[src/design/bta_pkg.sv]
`timescale 1ns / 1ps
package bta_pkg;
    localparam int OFF_W            = 16;
    localparam int LINK_W           = OFF_W - 3;
    localparam int SIZE_W           = 16;
    localparam int NEED_W           = 17;
    localparam int HEADER_BYTES     = 24;
    localparam int ALIGN_BYTES      = 8;
    localparam int MIN_PAYLOAD      = 8;
    localparam int ARENA_BYTES_DEF  = 65536;

    localparam logic CMD_ALLOC = 1'b0;
    localparam logic CMD_FREE  = 1'b1;

    localparam logic [1:0] ST_DONE  = 2'd0;
    localparam logic [1:0] ST_NOFIT = 2'd1;
    localparam logic [1:0] ST_ZERO  = 2'd2;

    // One boundary-tag header; links hold 8-byte slot indexes
    typedef struct packed {
        logic              bfree;
        logic              free;
        logic [SIZE_W-1:0] bsize;
        logic [SIZE_W-1:0] size;
        logic              has_next;
        logic              has_prev;
        logic [LINK_W-1:0] next;
        logic [LINK_W-1:0] prev;
    } hdr_t;

    // Request to the shared offset unit
    typedef struct packed {
        logic              sub;
        logic [OFF_W-1:0]  a;
        logic [NEED_W-1:0] b;
    } alu_op_t;
endpackage

[src/design/bta_alu.sv]
`timescale 1ns / 1ps
module bta_alu #(
    parameter int ARENA_BYTES = 65536
) (
    input  bta_pkg::alu_op_t          op,
    output logic [bta_pkg::OFF_W-1:0] res
);
    import bta_pkg::*;

    localparam logic [17:0] ARENA18 = 18'(ARENA_BYTES);
    localparam logic [17:0] HDR18   = 18'(HEADER_BYTES);

    logic [17:0] d_raw;
    logic [17:0] d_mod;
    logic [17:0] s_raw;
    logic [17:0] s_mod;

    // Add header plus size forward, or step back over the previous block
    always_comb
    begin
        d_raw = HDR18 + {1'b0, op.b};
        d_mod = (d_raw >= ARENA18) ? (d_raw - ARENA18) : d_raw;
        if (op.sub)
        begin
            s_raw = {2'b00, op.a} + ARENA18 - d_mod;
        end
        else
        begin
            s_raw = {2'b00, op.a} + d_raw;
        end
        s_mod = (s_raw >= ARENA18) ? (s_raw - ARENA18) : s_raw;
        res   = {s_mod[OFF_W-1:3], 3'b000};
    end
endmodule

[config.mk]
export PLATFORM = sky130hd
export DESIGN_NAME = bta_alu
export DESIGN_NICKNAME = d
export VERILOG_FILES = /design/src/design/bta_pkg.sv /design/src/design/bta_alu.sv
export SDC_FILE = /design/constraint.sdc
export NUM_CORES = 1
export LEC_CHECK = 0
export BUFFER_PORTS_ARGS = -buffer_cell sky130_fd_sc_hd__buf_2
export CORE_ASPECT_RATIO = 0.8
export CORE_MARGIN = 3
export CORE_UTILIZATION = 45
export DETAILED_ROUTE_END_ITERATION = 8
export GPL_ROUTABILITY_DRIVEN = 0
export PLACE_DENSITY_LB_ADDON = 0.12
export SYNTH_ARGS = -nofsm -noshare
export SYNTH_HDL_FRONTEND = slang
export SYNTH_SLANG_ARGS = --single-unit
[constraint.sdc]
create_clock -name vclk -period 3.29
set_input_delay 0.329 -clock vclk [all_inputs]
set_output_delay 0.329 -clock vclk [all_outputs]
set_load 0.02 [all_outputs]
==> results.tsv, run 1 <==
stage	metric	value	unit
global_routing	All-Layer GR Usage	16.2	%
worst_setup_path	Setup crit end kind	output pin	
power_and_ir_drop	Clock power frac	0	%
clocking	# Post-CTS Setup Buffers	0	
worst_setup_path	most used cell, CP	and3_4	
worst_setup_path	CP Cell Sequence	buf_2, inv_1, ha_4, nor2_2, and3_1, and3_4, and3_4, xor2_2, ha_1, o21ai_0, a21oi_2, o32ai_2, xnor2_1, buf_4	
worst_setup_path	worst path required time	2.96	ns
die	Die Ht	55.9	um
timing	RSZ-0062 raised after global routing	no	
timing	Final WS setup	0.221	ns
timing	endpoints failing setup	0	
layout	register area	0	um2
layout	Layout Cells excl Fill	275	
yosys	syn_area_per_cell	7.26	um2
timing	Min Clock Period, post-route	3.07	ns
status	status	finished clean	
power_and_ir_drop	pwr dens	245	mW/mm2
die	Core Box Area	0.00287	mm2
routing	Detail Route Antenna Nets	0	
placement	placed cells	275	
yosys	Syn Inst Count	193	
worst_setup_path	startpoint types	primary input	
routing	DRT Wirelength	3110	um
global_routing	antenna violations before repair	0	
timing	setup TNS	0	ns
power_and_ir_drop	maximum vdd drop	0.114	mV
placement	IO buf count	46	
timing	FMAX	326	MHz
layout	Nets	304	
placement	dpl hpwl	2650	um
timing	Fin. Hold Viols	0	
power_and_ir_drop	cell-internal power	0.185	mW
worst_setup_path	Critical Path Max Stage Delay	0.31	ns
global_routing	largest net degree at the start of global routing	25	
power_and_ir_drop	Sequential Power Share	0	%
global_routing	GRT overflow	0	
power_and_ir_drop	Sw Share	57.5	%
die	die area	0.00382	mm2
routing	via count	1356	
routing	drt first pass iters	4	
layout	Antenna Cells	0	
yosys	total number of yosys warnings	0	
worst_setup_path	slowest CP cell	ha_1	
die	# rows	17	
routing	WL per Instance	11.3	um
yosys	sequential share of the synthesized area	0	%
die	# IOs	50	
layout	leading cell types in the layout, fill and taps excluded	44 x buf_2, 27 x ha_1, 24 x inv_1, 21 x nor2_1, 19 x a21oi_1	
layout	Fill cells	305	
layout	seq_cells	0	
worst_hold_path	hold crit path type	in -> out	
global_routing	number of global-route vias before repair	1194	
routing	Vias/cell	4.93	
power_and_ir_drop	Comb power frac	100.0	%
flow_run	max-cap check violation count	0	
timing	Max Slew Vio Count	0	
die	die width	68.4	um
layout	most common cell after layout, fill and taps aside	buf_2	
placement	Setup WS pre-CTS	0.0699	ns
timing	WHS	1.18	ns
power_and_ir_drop	total power draw	0.435	mW
worst_setup_path	crit path kind	in -> out	
yosys	synthesized area	0.00140	mm2
layout	share of cells above drive strength 1	33.3	%
power_and_ir_drop	Leak Pwr	0.929	nW
global_routing	first-pass GRT wire length	5120	um
layout	clock buffer count	0	
worst_setup_path	Crit path arrival time	2.74	ns
power_and_ir_drop	Switching Power	0.250	mW
yosys	synth unique cells	45	
routing	DR iter-0 viols	34	
timing	Tcrit/Tclk final	93.3	%
worst_setup_path	worst-path fanout max	5	
clocking	hold buffers post-CTS	0	
die	initial core utilization	48.8	%
routing	DRC violations left	0	
layout	Area growth, synth to finish	26.8	%
-- metal layers --
metal | routed length, um | vias up | global-route usage (%) | share of wire, %
li1 | - | 741 | - | -
met4 | 0 | 0 | 0 | 0
met5 | 0 | - | 0 | 0
met2 | 1170 | 40 | 22.0 | 38
met1 | 1750 | 575 | 28.7 | 56
met3 | 186 | 0 | 0.202 | 6.0
-- cell families (layout without fill, tap and decap cells) --
family                     after synthesis  in the layout  share of synthesized area (%)
AOI/OAI and AO/OA                       55             55                           28.2
xor gates and xnor gates                27             27                           16.9
adders and majority gates               31             31                           27.7
buffers and inverters                   31             73                           9.46
muxes                                    3              3                           2.14
other                                    1              3                          0.268
and+or+nand+nor                         45             45                           15.4
-- area by class of cell --
class              count  area (um2)  area share (%)
repair buffers        49         258            14.5
multi-input cells    164        1380            77.7
well taps             38        47.5            2.68
inverters             24        90.1            5.07
-- through the flow --
| stage | instance area, um2 | utilization, % |
|---|---|---|
| detailed placement | 1670 | 58.0 |
| global placement | 1670 | 58.0 |
| finish | 1780 | 61.9 |
| CTS | 1670 | 58.0 |
| global route | 1780 | 61.9 |
| floorplan | 1410 | - |
-- Yosys cell counts (all sizes together) --
cell,number,area share [%]
a211oi,1,0.54
a21boi,1,0.54
a21o,4,2.3
a21oi,21,7.8
a221oi,1,1.1
a22o,1,0.63
a311o,1,0.71
a31oi,3,2.4
and2b,1,0.63
and3,6,2.8
buf,5,2.5
clkbuf,2,0.54
conb,1,0.27
ha,31,28
inv,24,6.4
mux2i,3,2.1
nand2,5,1.5
nand3,3,1.1
nor2,22,5.9
nor2b,2,0.89
nor3,2,0.71
nor4,1,0.45
o2111ai,2,1.7
o211a,1,0.71
o211ai,1,0.89
o21a,1,0.54
o21ai,12,4.6
o21bai,1,0.54
o22ai,1,0.45
o31ai,1,0.54
o32ai,1,1.2
o41ai,1,1.2
or2,2,0.89
or2b,1,0.54
xnor2,18,11
xor2,9,5.6
-- worst max-delay path: cells and delay by family --
family / cells / cell delay (ns)
AND/OR/NAND/NOR: 4 / 0.67
buffers and inverters: 3 / 0.35
XOR/XNOR: 2 / 0.33
adder cells (fa/ha/maj): 2 / 0.48
AO/OA/AOI/OAI: 3 / 0.57
-- power groups by stage --
stage          combinational, mW  sequential (mW)  clock (mW)
3_5_place_dp               0.410                0           0
3_3_place_gp               0.408                0           0
6_report                   0.435                0           0
5_1_grt                    0.485                0           0
4_1_cts                    0.411                0           0
2_1_floorplan              0.303                0           0
-- timing repair --
| action | in CTS | in global routing |
|---|---|---|
| endpoints found under the setup margin | 0 | 6 |
| resized for setup | 0 | 21 |
| hold endpoints to repair | 0 | 0 |
-- path summary, 6_finish.rpt --
kind,startpoint,end,slack (ns),cells past startpoint
worst max-delay path,op[3],res[15],0.22,14
worst min-delay path,op[22],res[5],1.18,4
Power figures use the tool's default switching activity.
==> run 2, diff against run 1 <==
--- a/config.mk
+++ b/config.mk
@@ -5,7 +5,7 @@
 export SDC_FILE = /design/constraint.sdc
 export NUM_CORES = 1
 export LEC_CHECK = 0
-export BUFFER_PORTS_ARGS = -buffer_cell sky130_fd_sc_hd__buf_2
+export BUFFER_PORTS_ARGS = -buffer_cell sky130_fd_sc_hd__buf_4
 export CORE_ASPECT_RATIO = 0.8
 export CORE_MARGIN = 3
 export CORE_UTILIZATION = 45
==> results.tsv, run 2 (synthesis results as in run 1) <==
stage	metric	value	unit	change
layout	register area	0	um2	unchanged
routing	DRT Wirelength	3230	um	+4.1%
routing	DRC violations left	0		unchanged
global_routing	GRT overflow	0		unchanged
layout	Antenna Cells	0		unchanged
power_and_ir_drop	Clock power frac	0	%	unchanged
timing	WHS	1.15	ns	-0.0345 ns
layout	clock buffer count	0		unchanged
flow_run	max-cap check violation count	0		unchanged
power_and_ir_drop	cell-internal power	0.212	mW	+14%
global_routing	largest net degree at the start of global routing	25		unchanged
status	status	finished clean		
timing	Fin. Hold Viols	0		unchanged
worst_setup_path	crit path buf inv count	3		unchanged
worst_setup_path	Top delay family on crit path	compound AO/OA/AOI/OAI gates		
layout	Area growth, synth to finish	30.6	%	
placement	dpl hpwl	2690	um	+1.6%
layout	most common cell after layout, fill and taps aside	buf_4		
timing	Max Slew Vio Count	0		unchanged
layout	Layout Cells excl Fill	273		-0.73%
worst_setup_path	worst-path fanout max	7		+2
layout	share of cells above drive strength 1	29.8	%	-3.5 points
routing	drt first pass iters	4		unchanged
power_and_ir_drop	Sequential Power Share	0	%	unchanged
layout	Core Util, Final	63.7	%	+1.9 points
power_and_ir_drop	Sw Share	54.2	%	-3.3 points
die	Die Ht	55.9	um	unchanged
global_routing	All-Layer GR Usage	15.7	%	-0.52 points
worst_setup_path	Setup crit end kind	output pin		
worst_hold_path	hold crit path type	in -> out		
worst_setup_path	crit path kind	in -> out		
routing	WL per Instance	11.8	um	+4.9%
worst_setup_path	CP Cell Sequence	buf_4, inv_1, ha_1, xnor2_1, ha_4, o41ai_2, o21ai_1, o31ai_1, a21oi_1, o32ai_2, xnor2_1, buf_4		
clocking	Resize count post-CTS	0		unchanged
clocking	# Post-CTS Setup Buffers	0		unchanged
power_and_ir_drop	Comb power frac	100.0	%	about the same
placement	placement-stage cell area	0.00177	mm2	+6.0%
worst_setup_path	Critical Path Max Stage Delay	0.39	ns	+0.08 ns
die	initial core utilization	48.8	%	unchanged
timing	FMAX	320	MHz	-1.9%
routing	Detail Route Antenna Nets	0		unchanged
die	die width	68.4	um	unchanged
worst_setup_path	worst path required time	2.96	ns	about the same
die	Core Box Area	0.00287	mm2	unchanged
timing	Min Clock Period, post-route	3.13	ns	+0.0602 ns
power_and_ir_drop	pwr dens	252	mW/mm2	+3.0%
clocking	hold buffers post-CTS	0		unchanged
placement	placed cells	273		-0.73%
power_and_ir_drop	Switching Power	0.250	mW	+0.15%
power_and_ir_drop	maximum vdd drop	0.115	mV	+1.2%
global_routing	antenna violations before repair	0		unchanged
layout	Multi-input gate area	0.00134	mm2	-3.0%
worst_setup_path	slowest CP cell	o31ai_1		
routing	via count	1408		+3.8%
placement	IO buf count	46		unchanged
timing	Tcrit/Tclk final	95.1	%	+1.8 points
global_routing	first-pass GRT wire length	5050	um	-1.3%
routing	DR iter-0 viols	42		+24%
die	# IOs	50		unchanged
layout	Fill cells	289		-5.2%
die	# rows	17		unchanged
layout	seq_cells	0		unchanged
power_and_ir_drop	Leak Pwr	0.944	nW	+1.6%
die	die area	0.00382	mm2	unchanged
global_routing	number of global-route vias before repair	1192		-0.17%
layout	leading cell types in the layout, fill and taps excluded	47 x buf_4, 28 x ha_1, 24 x inv_1, 21 x nor2_1, 20 x a21oi_1		
power_and_ir_drop	total power draw	0.462	mW	+6.2%
layout	Nets	302		-0.66%
timing	endpoints failing setup	0		unchanged
worst_setup_path	startpoint types	primary input		
routing	Vias/cell	5.16		+4.6%
layout	final instance area	0.00183	mm2	+3.0%
worst_setup_path	Crit path arrival time	2.80	ns	+0.06 ns
[run 2: layout make-up]
type,instances,share of cell area [%]
multi-input combinational,164,73.2
tap,38,2.60
inverter,24,4.92
timing repair buffer,47,19.3
[run 2: metrics by stage]
step,TNS (ns),setup slack [ns]
4_1_cts,0,0.0659
5_1_grt,-0.0358,-0.0334
3_5_place_dp,0,0.0738
6_report,0,0.161
3_3_place_gp,0,0.0910
2_1_floorplan,0,0.359
[run 2: worst min-delay path: cells and delay by family]
kind / cells / cell delay, ns
buf+inv: 2 / 0.35
mux: 1 / 0.14
[run 2: final timing paths]
path,depth (start not counted),startpoint,slack (ns),to
setup / recovery,12,op[3],0.16,res[15]
hold / removal,3,op[33],1.15,res[14]
[run 2: metal layers]
| metal | GRT usage, % | wire, um | vias to the layer above |
|---|---|---|---|
| met1 | 27.4 | 1660 | 628 |
| li1 | - | - | 742 |
| met3 | 0 | 202 | 0 |
| met2 | 21.9 | 1370 | 38 |
| met4 | 0 | 0 | 0 |
| met5 | 0 | 0 | - |
[run 2: power by group through the flow]
stage | sequential, mW | combinational, mW | clock, mW
finish | 0 | 0.462 | 0
global route | 0 | 0.506 | 0
CTS | 0 | 0.448 | 0
detailed placement | 0 | 0.447 | 0
global placement | 0 | 0.444 | 0
floorplan | 0 | 0.303 | 0
==> run 3, diff against run 2 <==
--- a/config.mk
+++ b/config.mk
@@ -11,7 +11,7 @@
 export CORE_UTILIZATION = 45
 export DETAILED_ROUTE_END_ITERATION = 8
 export GPL_ROUTABILITY_DRIVEN = 0
-export PLACE_DENSITY_LB_ADDON = 0.12
+export PLACE_DENSITY = 0.73
 export SYNTH_ARGS = -nofsm -noshare
 export SYNTH_HDL_FRONTEND = slang
 export SYNTH_SLANG_ARGS = --single-unit
==> constraint.sdc (replaced) <==
create_clock -name vclk -period 3.1
set_input_delay 0.31 -clock vclk [all_inputs]
set_output_delay 0.31 -clock vclk [all_outputs]
set_load 0.02 [all_outputs]
==> results.tsv, run 3 (synthesis results as in run 1) <==
stage	metric	value	unit	change
status	status	finished clean		
placement	dpl hpwl	2940	um	+9.1%
die	Die Ht	55.9	um	unchanged
global_routing	largest net degree at the start of global routing	25		unchanged
global_routing	All-Layer GR Usage	17.2	%	+1.5 points
layout	leading cell types in the layout, fill and taps excluded	67 x buf_4, 24 x ha_1, 21 x inv_1, 19 x nor2_1, 19 x a21oi_1		
worst_setup_path	worst path required time	2.79	ns	-0.17 ns
layout	Core Util, Final	76.2	%	+12 points
timing	Max Slew Vio Count	0		unchanged
routing	DR iter-0 viols	59		+40%
die	die area	0.00382	mm2	unchanged
die	# rows	17		unchanged
global_routing	GRT overflow	0		unchanged
worst_setup_path	Crit path arrival time	2.70	ns	-0.10 ns
flow_run	max-cap check violation count	0		unchanged
layout	share of cells above drive strength 1	43.9	%	+14 points
power_and_ir_drop	pwr dens	270	mW/mm2	+7.0%
worst_setup_path	Top delay family on crit path	simple AND/OR/NAND/NOR gates		
worst_setup_path	crit path kind	in -> out		
routing	Detail Route Antenna Nets	0		unchanged
global_routing	antenna violations before repair	0		unchanged
die	die width	68.4	um	unchanged
worst_setup_path	slowest CP cell	and3_4		
routing	WL per Instance	13.5	um	+14%
layout	Antenna Cells	0		unchanged
timing	Fin. Hold Viols	0		unchanged
layout	Nets	322		+6.6%
power_and_ir_drop	Leak Pwr	1.09	nW	+15%
routing	drt first pass iters	4		unchanged
worst_setup_path	worst-path fanout max	4		-3
timing	WHS	1.11	ns	-0.0405 ns
routing	DRC violations left	0		unchanged
timing	setup TNS	0	ns	unchanged
layout	register area	0	um2	unchanged
layout	Fill cells	224		-22%
worst_hold_path	hold crit path type	in -> out		
power_and_ir_drop	total power draw	0.591	mW	+28%
layout	clock buffer count	0		unchanged
worst_setup_path	Critical Path Max Stage Delay	0.22	ns	-0.17 ns
worst_setup_path	Setup crit end kind	output pin		
worst_setup_path	CP Cell Sequence	buf_4, inv_2, ha_4, nor2_4, and3_4, and3_4, and3_4, xor2_4, inv_1, ha_4, nor3_2, o21ai_0, a21oi_1, o32ai_2, xnor2_1, buf_4		
routing	DRT Wirelength	3950	um	+22%
timing	Tcrit/Tclk final	96.9	%	
layout	Multi-input gate area	0.00155	mm2	+15%
timing	FMAX	333	MHz	
global_routing	number of global-route vias before repair	1266		+6.2%
die	# IOs	50		unchanged
die	Core Box Area	0.00287	mm2	unchanged
worst_setup_path	most used cell, CP	and3_4		
routing	Vias/cell	5.14		-0.41%
global_routing	first-pass GRT wire length	5390	um	+6.7%
layout	Area growth, synth to finish	56.1	%	
layout	seq_cells	0		unchanged
placement	IO buf count	46		unchanged
timing	endpoints failing setup	0		unchanged
clocking	hold buffers post-CTS	0		unchanged
timing	Min Clock Period, post-route	3.01	ns	
routing	via count	1505		+6.9%
worst_setup_path	crit path buf inv count	4		+1
layout	most common cell after layout, fill and taps aside	buf_4		
worst_setup_path	startpoint types	primary input		
die	initial core utilization	48.8	%	unchanged
power_and_ir_drop	maximum vdd drop	0.162	mV	+41%
-- run 3: cell types whose count changed in the layout (fill, tap and decap cells not counted), sizes merged --
cell  change
buf      +20
-- run 3: repair_timing --
action                     CTS  global route
setup endpoints to repair    1             7
setup buffers                2             5
gates resized for setup      5            41
pin swaps                    4            19
-- run 3: per-stage QoR --
stage	setup slack, ns	cell area, um2	std cells
final	0.0949	2190	293
after floorplan	0.207	1410	195
after CTS	0.000908	1900	288
after global routing	-0.0616	2190	293
after detailed placement	-0.0135	1860	286
after global placement	0.0247	1860	286
-- run 3: worst paths after layout --
check                 startpoint      end  slack (ns)  cells past startpoint
worst max-delay path       op[4]  res[15]        0.09                     16
worst min-delay path      op[28]  res[11]        1.11                      4
-- run 3: cell type report --
| cell class | count | share of cell area (%) |
|---|---|---|
| tap | 38 | 2.17 |
| inverter | 24 | 4.12 |
| timing repair buffer | 67 | 23.0 |
| multi-input combinational | 164 | 70.7 |
-- run 3: layer usage --
metal	wire [um]	GRT usage, %	up-vias
li1	-	-	779
met1	1900	27.8	686
met2	1870	26.1	40
met3	188	0.404	0
met4	0	0	0
met5	0	0	-
-- run 3: where the power goes --
group | internal (mW) | switching (mW)
Combinational | 0.284 | 0.307
Sequential | 0 | 0
Clock | 0 | 0
